$ cat src/rtl/core/skb_pkg.sv
package skb_pkg;

   localparam int SAMPLE_WIDTH        = 16;
   localparam int NUM_SENSORS_DEFAULT = 8;
   localparam int INDEX_WIDTH         = 3;
   localparam int CSR_INDEX_WIDTH     = 3;
   localparam int CSR_DATA_WIDTH      = 32;
   localparam int MAG_WIDTH           = 62;

   localparam logic [CSR_INDEX_WIDTH-1:0] CSR_PREDICT_FACTOR   = 3'd0;
   localparam logic [CSR_INDEX_WIDTH-1:0] CSR_MEASURE_FACTOR   = 3'd1;
   localparam logic [CSR_INDEX_WIDTH-1:0] CSR_PROCESS_NOISE    = 3'd2;
   localparam logic [CSR_INDEX_WIDTH-1:0] CSR_SENSOR_NOISE     = 3'd3;
   localparam logic [CSR_INDEX_WIDTH-1:0] CSR_START_COVARIANCE = 3'd4;

   localparam logic [31:0]          ONE_Q = 32'h0001_0000;
   localparam logic [MAG_WIDTH-1:0] CAP   = '1;

   localparam logic [2:0] STEP_AA  = 3'd0;
   localparam logic [2:0] STEP_PU  = 3'd1;
   localparam logic [2:0] STEP_HP  = 3'd2;
   localparam logic [2:0] STEP_DEN = 3'd3;
   localparam logic [2:0] STEP_HX  = 3'd4;
   localparam logic [2:0] STEP_KI  = 3'd5;
   localparam logic [2:0] STEP_KH  = 3'd6;
   localparam logic [2:0] STEP_PN  = 3'd7;

   typedef struct packed {
      logic                           cmd;
      logic [INDEX_WIDTH-1:0]         sensor_index;
      logic signed [SAMPLE_WIDTH-1:0] sample_value;
   } req_type;

   typedef struct packed {
      logic [INDEX_WIDTH-1:0]         channel;
      logic signed [SAMPLE_WIDTH-1:0] estimate;
      logic [31:0]                    covariance_out;
      logic                           degenerate;
      logic                           clipped;
   } rsp_type;

   typedef struct packed {
      logic       capture_item;
      logic       read_bank;
      logic       calc_xp;
      logic       mul_start;
      logic       mul_capture;
      logic       div_start;
      logic       div_capture;
      logic       write_bank;
      logic       load_rsp;
      logic [2:0] step;
   } ctrl_cmd_type;

   typedef struct packed {
      logic item_load;
      logic item_oor;
      logic mul_done;
      logic div_done;
   } ctrl_sts_type;

endpackage

$ cat src/rtl/core/skb_ctrl.sv
module skb_ctrl (
   input  logic                   clock,
   input  logic                   reset,
   input  logic                   req_valid,
   output logic                   req_ready,
   output logic                   rsp_valid,
   input  logic                   rsp_ready,
   input  skb_pkg::ctrl_sts_type  sts,
   output skb_pkg::ctrl_cmd_type  cmd
);

   localparam logic [3:0] S_IDLE  = 4'd0;
   localparam logic [3:0] S_READ  = 4'd1;
   localparam logic [3:0] S_XP    = 4'd2;
   localparam logic [3:0] S_MUL   = 4'd3;
   localparam logic [3:0] S_MWAIT = 4'd4;
   localparam logic [3:0] S_DIV   = 4'd5;
   localparam logic [3:0] S_DWAIT = 4'd6;
   localparam logic [3:0] S_WRITE = 4'd7;
   localparam logic [3:0] S_DONE  = 4'd8;

   logic [3:0] state_ff, state_in;
   logic [2:0] step_ff, step_in;
   logic       rsp_valid_ff, rsp_valid_in;

   always_comb begin
      state_in  = state_ff;
      step_in   = step_ff;
      req_ready = 1'b0;
      cmd       = '0;
      cmd.step  = step_ff;
      unique case (state_ff)
         S_IDLE: begin
            req_ready = 1'b1;
            if (req_valid) begin
               cmd.capture_item = 1'b1;
               state_in         = S_READ;
            end
         end
         S_READ: begin
            cmd.read_bank = 1'b1;
            state_in = (sts.item_oor || sts.item_load) ? S_WRITE : S_XP;
         end
         S_XP: begin
            cmd.calc_xp = 1'b1;
            step_in     = skb_pkg::STEP_AA;
            state_in    = S_MUL;
         end
         S_MUL: begin
            cmd.mul_start = 1'b1;
            state_in      = S_MWAIT;
         end
         S_MWAIT: begin
            if (sts.mul_done) begin
               cmd.mul_capture = 1'b1;
               if (step_ff == skb_pkg::STEP_DEN) begin
                  state_in = S_DIV;
               end else if (step_ff == skb_pkg::STEP_PN) begin
                  state_in = S_WRITE;
               end else begin
                  step_in  = step_ff + 3'd1;
                  state_in = S_MUL;
               end
            end
         end
         S_DIV: begin
            cmd.div_start = 1'b1;
            state_in      = S_DWAIT;
         end
         S_DWAIT: begin
            if (sts.div_done) begin
               cmd.div_capture = 1'b1;
               step_in         = skb_pkg::STEP_HX;
               state_in        = S_MUL;
            end
         end
         S_WRITE: begin
            cmd.write_bank = 1'b1;
            state_in       = S_DONE;
         end
         S_DONE: begin
            if (!rsp_valid_ff || rsp_ready) begin
               cmd.load_rsp = 1'b1;
               state_in     = S_IDLE;
            end
         end
         default: state_in = S_IDLE;
      endcase
      rsp_valid_in = cmd.load_rsp ? 1'b1 : (rsp_ready ? 1'b0 : rsp_valid_ff);
   end

   always_ff @(posedge clock) begin
      if (reset) begin
         state_ff     <= S_IDLE;
         step_ff      <= skb_pkg::STEP_AA;
         rsp_valid_ff <= 1'b0;
      end else begin
         state_ff     <= state_in;
         step_ff      <= step_in;
         rsp_valid_ff <= rsp_valid_in;
      end
   end

   assign rsp_valid = rsp_valid_ff;

endmodule

$ cat config.mk
export PLATFORM = sky130hd
export DESIGN_NAME = skb_ctrl
export DESIGN_NICKNAME = d
export VERILOG_FILES = /design/src/rtl/core/skb_pkg.sv /design/src/rtl/core/skb_ctrl.sv
export SDC_FILE = /design/constraint.sdc
export NUM_CORES = 1
export LEC_CHECK = 0
export BUFFER_PORTS_ARGS = -buffer_cell sky130_fd_sc_hd__buf_2
export CAP_MARGIN = 10
export CORE_AREA = 2 2 39 41
export DETAILED_ROUTE_END_ITERATION = 10
export DIE_AREA = 0 0 41 43
export PLACE_DENSITY = 0.7
export SETUP_SLACK_MARGIN = 0.05
export SYNTH_ARGS = -nofsm -noshare
export SYNTH_HDL_FRONTEND = slang
export SYNTH_SLANG_ARGS = --single-unit
$ cat constraint.sdc
create_clock -name clock -period 2.4 [get_ports clock]
set_clock_uncertainty 0.2 [all_clocks]
set_input_delay 0.12 -clock clock [delete_from_list [all_inputs] [get_ports clock]]
set_output_delay 0.12 -clock clock [all_outputs]
set_load 0.05 [all_outputs]
# == Word level (Yosys, flattened, before mapping) ==
# Cells that the tools add are included.
# word_totals
regBits,8
input_bits,8
output_inout_bits,14
word_cells,57
# classes
n_addsub,1
n_eq_ne,16
mux,29
n_reduce_logical,8
# op_table
op,count
$pmux W4 S9,1
$mux W4,5
$mux W3,6
$eq A4 B3 Y1 const B,4
$mux W1,16
$ne A2 B2 Y1 const B,6
$pmux W3 S3,1
$eq A4 B2 Y1 const B,2
$reduce_and A5 Y1,1
$eq A4 B1 Y1 const B,1
$eq A4 B4 Y1 const B,1
$logic_not A4 Y1,1
$reduce_and A4 Y1,1
$add A3 B1 Y3 const B,1
$eq A3 B2 Y1 const B,1
$eq A3 B3 Y1 const B,1
$reduce_bool A3 Y1,1
$logic_or A1 B1 Y1,2
$reduce_bool A2 Y1,1
$logic_not A1 Y1,1

# == Depth between registers and ports, before layout ==
# Gate-level depths: netlist (run 1).
# logic_depth
depth_word,5
ltp_mapped,6
depth_no_buf,6

# == Worst setup path before layout (run 1) ==
# No wires, ideal clock.
# synth_timing
path_type,register -> output
startpoint,register state_ff[0]
endpoint,output cmd[11] in the netlist's numbering
arrival_ps,2673
required_ps,2080
setup_slack_ps,-593
stages_incl_launch_ff,4
path_buffers,1
path_cell_list,dfxtp_1 > buf_2 > nor4_1 > and2_1
# synth_lines
element,line,text
"start, declared",skb_ctrl.sv:22,"logic [3:0] state_ff, state_in;"
"start signal, assigned",skb_ctrl.sv:98,state_ff <= state_in;
"end, declared",skb_ctrl.sv:9,output skb_pkg::ctrl_cmd_type cmd

# == Final worst setup path (run 1) ==
# layout_timing
startpoint,register state_ff[0]
endpoint,register state_ff[0]
# layout_via
elab_chain_cells,3
elab_cells_between_ends,15
classes_between,12 x eq/ne; 1 x mux; 2 x reduce/logical
# layout_rtl
element,line,text
$eq A4 B4 Y1 (tied with other cells),skb_ctrl.sv:32,unique case (state_ff)
$ne A2 B2 Y1 (no source line),n/a,
$reduce_and A4 Y1 (no source line),n/a,
# Parallel ways exist; a longest one is shown, timed or not.
# A chain may end at the register's enable or synchronous reset.

==> results.py, run 1 <==
metrics = {
    "outcome": {
        "status": "finished clean",
    },
    "cts": {
        "htreeDepth": 1,
        "cts_tree": "yes",
        "cts_made_buffers": 3,
        "clk_pin_slew_worst_paths_ns": 0.06,
        "cts_resized": 0,
        "cts_buffer_depth": 2,
        "clock_latency_ns": 0.26,
        "ctsRootBufferMaster": "clkbuf_4",
        "cts_sinks": 8,
    },
    "finish": {
        "area_growth_pct": 29.1,
        "layout.nets": 106,
        "nFillCells": 133,
        "design_area_um2": 766,
        "drive_gt1_share_pct": 34.4,
        "antennaDiodeCount": 0,
    },
    "setup_path": {
        "critPathMaxFanout": 12,
        "crit_arrival_ns": 2.07,
        "rr_worst_depth": 4,
        "timing.rr.end": "state_ff[0]",
        "r2r_start": "state_ff[0]",
        "worstSetupEndpointType": "register",
        "cp_data_required_time_ns": 2.38,
        "reg2reg_slack_ns": 0.31,
        "cp-start-kind": "register",
        "path_class": "register to register",
    },
    "timing": {
        "final.setup.tns_ns": 0,
        "drv_slew": 0,
        "worstMarginPinSlew_ns": 0.523,
        "finalSetupViolations": 0,
        "fin_crit_sh_pct": 87.0,
        "timing.fmax_ghz": 0.479,
        "final_hold_viol_count": 0,
        "rsz0062_at_grt": "false",
        "maxSlewHeadroom_pct": 65.1,
        "final.setup.worst_slack_ns": 0.312,
        "period_needed_ns": 2.09,
    },
    "die": {
        "rows": 14,
        "io_pins": 22,
        "die_w_um": 41,
        "die_y_um": 43,
        "die-area_um2": 1760,
        "core-area_um2": 1380,
        "initial_core_util_pct": 42.9,
    },
    "logic_synthesis": {
        "syn_area_per_cell_um2": 8.47,
        "yosys_warnings": 0,
        "synthDistinctLibCells": 37,
        "synth_seq_cells": 8,
        "synth_edf_count": 0,
        "synthesis.area_um2": 593,
        "synth_nets": 81,
        "yosysSeqAreaShare_pct": 27.0,
        "synthFlopType": "dfxtp_1",
        "async_flop_share_pct": 0,
        "syn-instance-count": 70,
    },
    "route": {
        "wl_per_cell_um": 13.1,
        "wl_met1_um": 641,
        "num_vias": 616,
        "drtAntennaViolNets": 0,
        "finalWirelength_um": 1430,
        "drt_pass1_iterations": 4,
        "via_per_inst": 5.65,
        "met2_length_um": 669,
        "initialDrtViolationCount": 13,
        "met3_wirelength_um": 66,
        "drcViolationCount": 0,
        "top_layer_used": "met4",
    },
    "place": {
        "gp_congestion": 0.798,
        "portBuffers": 21,
        "dpl.hpwl_um": 1020,
        "placed_cell_area_um2": 703,
        "place_ws_ns": 0.414,
    },
    "min_path": {
        "hold_class": "input pin to register",
        "min_to": "state_ff[1]",
        "worstHoldStart": "sts[0]",
        "holdPathStages": 3,
    },
    "global_route": {
        "grt_usage_pct": 19.9,
        "gr-total-overflow": 0,
        "grt_pass1_wl_um": 2310,
        "grt_max_degree": 13,
        "grt_pass1_vias": 520,
        "antenna_found_initial": 0,
    },
    "power_and_ir_drop": {
        "power.density_nw_per_um2": 716,
        "p_leak_nw": 0.336,
        "ir_worst_vdd_mv": 0.375,
    },
    "run": {
        "drv_cap": 0,
    },
}
-- state kept, by name (all words and copies together), names as in the netlist --
name / cells
step_ff: 3
state_ff: 4
rsp_valid: 1
-- worst max-delay path, cell delays in order, from the launching register on --
cell	delay, ns
dfxtp_1	0.65
nor4b_2	0.31
o21ai_1	0.09
dlygate4sd3_1	0.57
a21oi_1	0.18
-- logic make-up (layout without fill, tap and decap cells) --
kind of cell / after synthesis / after routing / synth area share (%)
and+or+nand+nor: 30 / 30 / 33.5
AOI/OAI and AO/OA: 19 / 19 / 22.4
buffers and inverters: 9 / 32 / 8.23
DFF: 8 / 8 / 27.0
muxes: 1 / 1 / 2.53
adders and majority gates: 3 / 3 / 6.33
-- per-layer routing --
layer,up-vias,track usage (%)
li1,310,-
met1,286,25.6
met2,16,27.8
met3,4,4.71
met4,0,14.0
met5,-,0
-- layout by cell type (no fill, tap or decap), drive strengths merged, types with 2 or more instances in the layout --
master / instances
nor4b: 2
nor2: 6
nand2: 3
o21a: 2
dlygate4sd3: 4
or4: 2
nor3: 2
buf: 22
o41ai: 2
clkbuf: 3
a21oi: 6
ha: 3
and3: 2
o21ai: 5
inv: 3
nand2b: 3
nand4b: 2
dfxtp: 8
-- worst max-delay path by stage --
stage / from / end / depth (start not counted)
finish: state_ff[0] / state_ff[0] / 4
CTS: state_ff[0] / state_ff[0] / 4
global placement: step_ff[0] / step_ff[2] / 6
global route: state_ff[0] / state_ff[0] / 4
floorplan: state_ff[3] / cmd[6] / 3
detailed placement: step_ff[0] / step_ff[2] / 6
-- synth_stat cells (2+ instances only) --
| cell | number | area, um^2 |
|---|---|---|
| nand2_1 | 3 | 11.3 |
| nand2b_1 | 3 | 18.8 |
| o21a_1 | 2 | 15.0 |
| nor2_1 | 5 | 18.8 |
| dfxtp_1 | 8 | 160 |
| o21ai_0 | 3 | 15.0 |
| o41ai_1 | 2 | 17.5 |
| buf_2 | 3 | 15.0 |
| and3_1 | 2 | 12.5 |
| a21oi_1 | 6 | 30.0 |
| nand4b_1 | 2 | 17.5 |
| inv_1 | 3 | 11.3 |
| nor3_1 | 2 | 10.0 |
| ha_1 | 3 | 37.5 |
-- metrics by stage --
step	total power, W	std cells	hold slack (ns)	util (%)
global route	0.000583	109	0.0470	55.3
finish	0.000548	109	0.0303	55.3
floorplan	0.000383	70	0.107	-
detailed placement	0.000431	102	0.206	50.8
CTS	0.000550	109	0.0232	55.3
global placement	0.000428	102	0.206	50.8
-- final cells by class --
type                            count  area [um^2]  area share [%]
Sequential cell                     8          160            20.9
Inverter                            3         11.3            1.47
Clock buffer                        3         22.5            2.94
Timing Repair Buffer               26          153            19.9
Tap cell                           16         20.0            2.61
Multi-Input combinational cell     53          399            52.1
-- power by group --
part,internal [W],total (W),switching (W)
logic,0.0000947,0.000263,0.000168
clock network,0.0000577,0.000110,0.0000524
registers,0.000144,0.000175,0.0000315
-- repair_timing --
item | in CTS | in global routing
buffers inserted | 0 | 0
hold buffers | 4 | 0
endpoints found under the hold margin | 6 | 0
No activity file was read; power rests on OpenSTA's default activity.
==> run 2: changes to the inputs <==
- clock period: 2.4 -> 2 ns (I/O delays scaled with it)
==> run 2 against run 1 <==
Global-route usage up 0.18 points; worst setup slack lost 0.22 ns; core utilization is 5.8 points higher; clock power is 12% higher; cell count increased by 3.7%; combinational power up 34%; non-clock buffer count rose by 4; sequential power rose by 19%; total power is 25% higher; fmax rose by 9.5%; highest routed layer unchanged.
==> results.py, run 2 (synthesis results as in run 1) <==
metrics = {
    "setup_path": {
        "path_depth": 6,
        "crit_chain": "ha_4 -> ha_1 -> nand2b_1 -> o21a_1 -> or4_4 -> o31ai_1",
        "critPathTopFamily": "simple AND/OR/NAND/NOR gates",
        "cpMaxStageDelayCell": "or4_4",
        "cp-start-kind": "register",
        "critPathMaxStageDelay_ns": 0.51,
        "crit_start": "step_ff[0]",
        "timing.rr.end": "step_ff[2]",
        "path_class": "register to register",
        "r2r_start": "step_ff[0]",
        "cp_data_required_time_ns": 1.97,
        "crit_arrival_ns": 1.87,
        "reg2reg_slack_ns": 0.09,
        "rr_worst_depth": 6,
        "worstSetupEndpoint": "step_ff[2]",
        "critPathMaxFanout": 4,
        "worst-path-buf-inv": 0,
        "worstSetupEndpointType": "register",
    },
    "timing": {
        "drv_slew": 0,
        "final.setup.tns_ns": 0,
        "timing.fmax_ghz": 0.524,
        "finalSetupViolations": 0,
        "period_needed_ns": 1.91,
        "worstMarginPinSlew_ns": 0.463,
        "fin_crit_sh_pct": 95.3,
        "maxSlewHeadroom_pct": 69.1,
        "final_hold_viol_count": 0,
        "rsz0062_at_grt": "true",
    },
    "route": {
        "wl_per_cell_um": 13.3,
        "initialDrtViolationCount": 11,
        "drt_pass1_iterations": 4,
        "top_layer_used": "met4",
        "via_per_inst": 5.78,
        "met2_length_um": 738,
        "drcViolationCount": 0,
        "num_vias": 653,
        "drtAntennaViolNets": 0,
        "met3_wirelength_um": 94,
        "finalWirelength_um": 1510,
        "wl_met1_um": 641,
    },
    "global_route": {
        "grt_usage_pct": 20.1,
        "antenna_found_initial": 0,
        "grt_max_degree": 11,
        "gr-total-overflow": 0,
        "grt_pass1_vias": 579,
        "grt_pass1_wl_um": 2420,
    },
    "die": {
        "initial_core_util_pct": 42.9,
        "die-area_um2": 1760,
        "core-area_um2": 1380,
        "die_w_um": 41,
        "die_y_um": 43,
        "io_pins": 22,
        "rows": 14,
    },
    "finish": {
        "area_growth_pct": 42.6,
        "layout.nets": 110,
        "utilization_pct": 61.1,
        "drive_gt1_share_pct": 46.4,
        "layout_common_cells": "buf_2 (21), a21oi_1 (6), nor2_1 (5), buf_4 (5)",
        "largest_register": "state_ff",
        "final_common_cell": "buf_2",
        "largest_register_ff_count": 4,
        "antennaDiodeCount": 0,
    },
    "power_and_ir_drop": {
        "p_leak_nw": 0.367,
        "ir_worst_vdd_mv": 0.380,
        "power.density_nw_per_um2": 808,
    },
    "cts": {
        "cts_sinks": 8,
        "htreeDepth": 1,
        "cts_tree": "yes",
        "clk_pin_slew_worst_paths_ns": 0.05,
        "ctsRootBufferMaster": "clkbuf_4",
        "cts_made_buffers": 3,
        "cts_buffer_depth": 2,
        "clock_latency_ns": 0.25,
    },
    "min_path": {
        "holdPathStages": 3,
        "hold_class": "input pin to register",
    },
    "outcome": {
        "status": "finished clean",
    },
    "place": {
        "dpl.hpwl_um": 1140,
        "gp_congestion": 0.776,
        "portBuffers": 21,
    },
    "run": {
        "drv_cap": 0,
    },
}
[run 2: changes by cell type in the layout (fill, tap and decap cells not counted), moves of 2 or more]
cell and change:
dfxtp_1 -4, nor3_2 +2, nor3_1 -2, dfxtp_4 +2
dfxtp_2 +2, buf_4 +4
[run 2: worst register-to-register path: cells and delay by family, from the launching register on]
kind            cells  cell delay (ns)
simple gates        2             0.66
flops               1             0.36
fa+ha+maj           2             0.33
compound gates      2             0.27
[run 2: metrics by stage]
step	hold slack, ns	total power [W]	area, um^2	cells	setup slack [ns]
floorplan	0.0874	0.000470	643	70	-0.00468
global placement	0.173	0.000539	761	105	0.114
detailed placement	0.175	0.000546	761	105	0.0458
CTS	0.00939	0.000690	841	113	0.0767
global route	0.0363	0.000730	846	113	0.0298
finish	0.0177	0.000684	846	113	0.0933
[run 2: how the worst min path moves through the flow]
stage | endpoint | from
6_report | state_ff[1] | sts[0]
3_3_place_gp | step_ff[1] | reset
2_1_floorplan | state_ff[0] | sts[2]
3_5_place_dp | step_ff[1] | reset
4_1_cts | state_ff[1] | sts[0]
5_1_grt | state_ff[2] | sts[1]
[run 2: final cells by class]
type	instances	area, um^2
inverters	3	11.3
flip-flops and latches	8	170
well taps	16	20.0
clock buffers	3	22.5
multi-input cells	53	439
fillers	125	538
repair buffers	30	183
[run 2: layer usage]
metal / global-route usage, % / vias up
met3: 5.24 / 6
met2: 32.5 / 24
li1: - / 318
met5: 0 / -
met4: 10.0 / 0
met1: 22.9 / 305
[run 2: timing repair]
action                     4_1_cts  5_1_grt
hold buffers                     4        0
setup buffers                    1        0
hold endpoints to repair         6        0
gates resized for setup          1        2
pin swaps                        1        1
setup endpoints to repair        1        2
[run 2: where the power goes]
part / switching, W / leakage, nW / internal [W] / total, W
Combinational: 0.000217 / 0.286 / 0.000136 / 0.000353
Clock: 0.0000542 / 0.0138 / 0.0000686 / 0.000123
Sequential: 0.0000362 / 0.0674 / 0.000171 / 0.000208
